--- config.mk ---
export PLATFORM = sky130hd
export DESIGN_NAME = knn_ram
export DESIGN_NICKNAME = d
export VERILOG_FILES = /design/src/knn_ram.sv
export SDC_FILE = /design/constraint.sdc
export NUM_CORES = 1
export LEC_CHECK = 0
export ABC_AREA = 1
export BUFFER_PORTS_ARGS = -buffer_cell sky130_fd_sc_hd__buf_2
export CAP_MARGIN = 0
export CORE_ASPECT_RATIO = 1.5
export CORE_UTILIZATION = 53
export CTS_BUF_LIST = sky130_fd_sc_hd__clkbuf_8
export DETAILED_ROUTE_END_ITERATION = 8
export PLACE_DENSITY = 0.81
export SETUP_SLACK_MARGIN = 0.2
export SYNTH_ARGS = -nofsm -noshare
export SYNTH_HDL_FRONTEND = slang
export SYNTH_SLANG_ARGS = --single-unit
--- constraint.sdc ---
create_clock -name clk -period 1.01 [get_ports clk]
set_input_delay 0.101 -clock clk [delete_from_list [all_inputs] [get_ports clk]]
set_output_delay 0.101 -clock clk [all_outputs]
set_load 0.005 [all_outputs]
--- src/knn_ram.sv ---
// ----------------------------------------------------------------------------
// knn_ram
// Simple dual-port RAM: one write port, one read port with registered data.
// ----------------------------------------------------------------------------
module knn_ram #(
	parameter int WIDTH = 8,
	parameter int DEPTH = 16,
	localparam int AddrW = (DEPTH > 1) ? $clog2(DEPTH) : 1
) (
	input  logic             clk,
	input  logic             we,
	input  logic [AddrW-1:0] waddr,
	input  logic [WIDTH-1:0] wdata,
	input  logic             re,
	input  logic [AddrW-1:0] raddr,
	output logic [WIDTH-1:0] rdata
);

	logic [WIDTH-1:0] mem_q [DEPTH];
	logic [WIDTH-1:0] rdata_q;

	always_ff @(posedge clk) begin
		if (we) begin
			mem_q[waddr] <= wdata;
		end
		if (re) begin
			rdata_q <= mem_q[raddr];
		end
	end

	assign rdata = rdata_q;

endmodule
After elaboration in Yosys (flattened, before gate mapping)
Memories as Yosys holds them, arrays and structs flattened. A register that Yosys moved wholly into a read port is not among the register bits.
Index checks and enable logic that the tools add are counted.
Widths: inputs -> output; s select.
Word-level totals
  bits in registers: 0
  RAM bits: 128
  input bits: 19
  output and inout bits: 8
  word-level logic and storage cells: 3
  memories kept: 1
Operators by class
  multiplexer cells: 2
Memories
  mem_q: depth 16, width 8, read ports 1, clocked after Yosys merged registers in 1, write ports 1, line 19  | logic [WIDTH-1:0] mem_q [DEPTH];
Operators with widths (count)
  $mux 1: 2

Longest topological paths before layout
  word-level depth: 2
  depth in mapped cells: 8
  depth with buffers taken out: 7

Worst setup path after synthesis
No wires, ideal clock.
  path type: input port to flip-flop
  start: in waddr[3]
  end: mem mem_q[4][0], enable pin
  setup time: 0.370 ns
  data arrival time: 0.682 ns
  data required time: 0.640 ns
  setup slack: -0.042 ns
  stages: 2
  path buffers: 0
  path through: nand3b_1 > nor2_1
RTL lines
  start: declaration: line 12  | input logic [AddrW-1:0] waddr,
  end: declaration: line 19
No word-level cell before the write port.

Final worst setup path
  start: reg rdata_q[1], in the netlist rdata[1], read port of mem_q
  end: out rdata[1]
RTL lines
  start: declaration: line 20  | logic [WIDTH-1:0] rdata_q;
  end: declaration: line 16  | output logic [WIDTH-1:0] rdata
No word-level cell between the ends.

==> results_dict.tcl <==
set metrics [dict create \
    crit_slowest_cell "edfxtp_1" \
    area_delta_synth_final_pct 25.0 \
    max_slew_margin_pct 70.1 \
    antenna_found_initial 0 \
    rsz0062_at_grt "yes" \
    synth_top_family_by_area "simple AND/OR/NAND/NOR gates" \
    place_hpwl_mm 8.55 \
    die_area_mm2 0.0115 \
    placed_area_mm2 0.00655 \
    fillers 720 \
    synth-edff-count 136 \
    fin_area_mm2 0.00731 \
    clock-sinks 136 \
    die_y_um 131 \
    r2r_cells 6 \
    final_nets 623 \
    finalSetupTns_ps -907 \
    grt_pass1_vias 4017 \
    worst_slack_ps -104 \
    required_ps 910 \
    multi_input_area_mm2 0.00163 \
    path_cells "buf_2" \
    rows 46 \
    cts_root_buffer "clkbuf_8" \
    yosysUniqueCellTypes 11 \
    status "finished, violations left" \
    synth.cell_area_mm2 0.00585 \
    netlist.area_leader.share_pct 69.8 \
    syn_nets 570 \
    numCtsBuffers 17 \
    cp-end-kind "primary output" \
    holdPathEnd "rdata[7]$_DFFE_PP_" \
    timing.rr.start "mem_q[0][5]$_DFFE_PP_" \
    core_mm2 0.0106 \
    netlist_instances 551 \
    ctsLongestPathBuffers 2 \
    slew_violations 0 \
    seqCellArea_mm2 0.00408 \
    period_share_pct 110 \
    initial_core_util_pct 54.9 \
    clk_latency_ps 450 \
    drive_gt1_share_pct 28.7 \
    diodes 0 \
    synth-compound-area-share_pct 0 \
    drv_cap 0 \
    overflow 0 \
    ys.flop_type "edfxtp_1" \
    path_buf_inv 1 \
    drc 1 \
    synth_simple_gate_area_share_pct 20.8 \
    fin_crit_ps 1110 \
    crit_path_start_kind "flop" \
    die_w_um 87.8 \
    cts_max_level 4 \
    ys_ff_latch 136 \
    hold_viol_final 0 \
    path_max_fanout 1 \
    wl_per_cell_um 18.0 \
    violations "DRC, setup timing" \
    stdcell_count 760 \
    path_clk_slew_ps 80 \
    criticalPathCategory "flop to primary output" \
    ios 27 \
    vdd_drop_max_mv 0.949 \
    reg2reg_to "rdata[5]$_DFFE_PP_" \
    critPathArrivalTime_ps 1010 \
    synthTopCellsByArea "edfxtp_1 (70%), nand2_1 (11%), nand3_1 (8.3%), inv_1 (6.4%), buf_6 (1.2%)" \
    synthesis.area_per_instance_um2 10.6 \
    post-place-cells 728 \
    holdPathStages 1 \
    reg2reg_slack_ps -90 \
    grt_pass1_wl_mm 20.4 \
    yosysMostFrequentCell "nand2_1" \
    setup_viol 16 \
    finalPower_mw 12.3 \
    yosys-top-cells-count "nand2_1 (173), edfxtp_1 (136), inv_1 (100)" \
    max_freq_mhz 898 \
    port_buffers 26 \
    synth-xor-area-share_pct 0 \
    grt_max_degree 37 \
    leakage_nw 3.09 \
    synth_area_leader_cell "edfxtp_1" \
    ant_nets 0 \
    worst_path_dominant_cell_family "flip-flops" \
    synth-adder-area-share_pct 0 \
    cts_tree "done" \
    wl_mm 13.7 \
    vias 4126 \
    tightest_slew_ps 449 \
    first_iter_violations 345 \
    ys_seq_area_share_pct 69.8 \
    yosys_warnings 0 \
    holdCritStartpoint "re" \
    pwr_density_cell_mw_per_mm2 1690 \
    grt_usage_pct 25.1 \
    synthMuxAreaShare_pct 0 \
    async_reset_ff_share_pct 0 \
    skew_ps 11.2 \
    place_congestion 0.867 \
    min_path_type "primary input to flop" \
    dr.pass1.iters 9 \
    viasPerCell 5.43 \
    cpPeakStageDelay_ps 410 \
]
## report_power, final
group	switching, mW	leakage (nW)	internal [mW]
Combinational	0.649	1.64	0.344
Clock	2.03	0.218	2.90
Sequential	0.0373	1.24	6.35
Total	2.72	3.09	9.60
## sequential cells by signal (all words and copies together) (netlist names)
| signal | flops |
|---|---|
| rdata | 8 |
| mem_q | 128 |
## worst max-delay path by stage
stage	from	endpoint	slack, ps	cells past startpoint
global placement	waddr[3]	mem_q[5][5]$_DFFE_PP_	-250	4
CTS	rdata[1]$_DFFE_PP_	rdata[1]	-130	1
global route	mem_q[2][1]$_DFFE_PP_	rdata[1]$_DFFE_PP_	-150	6
detailed placement	waddr[3]	mem_q[5][4]$_DFFE_PP_	-300	4
finish	rdata[1]$_DFFE_PP_	rdata[1]	-100	1
floorplan	waddr[2]	mem_q[10][0]$_DFFE_PP_	40	2
## stage by stage
step / utilization (%) / setup slack (ps) / hold slack, ps
finish: 68.6 / -104 / 34.6
global route: 68.6 / -151 / 24.8
CTS: 66.6 / -126 / 15.6
detailed placement: 61.5 / -300 / 489
global placement: 61.5 / -246 / 487
floorplan: - / 35.4 / 200
## logic make-up (layout without fill, tap and decap cells)
family | after synthesis | count (layout)
AND/OR/NAND/NOR | 289 | 289
flip-flops | 136 | 136
buffers and inverters | 126 | 191
## placed cells by master (no fill, tap or decap), drive strengths merged
master	netlist	final
nor2	17	17
inv	102	103
nand2	173	173
clkinvlp	0	2
edfxtp	136	136
bufinv	0	5
clkinv	0	6
nand3b	2	2
buf	24	58
clkbuf	0	17
nand3	97	97
## layer usage
metal | global-route usage, % | up-vias | wire (um)
met3 | 6.22 | 55 | 720
li1 | - | 1893 | -
met1 | 28.0 | 2003 | 4950
met2 | 43.3 | 175 | 7290
met5 | 0 | - | 0
met4 | 14.7 | 0 | 693
## area by class of cell
cell class	instances	share of cell area (%)
sequential	136	55.9
multi-input combinational	289	22.3
timing repair buffer	58	8.03
inverter	102	5.24
clock buffer	17	3.20
clock inverter	14	2.84
tap	144	2.47
## repair_timing
action | CTS | global route
setup endpoints to repair | 24 | 18
resized for setup | 21 | 48
cloned | 0 | 0
hold buffers | 0 | 0
pin swaps | 16 | 32
setup buffers | 0 | 1
(Power assumes the default switching activity.)
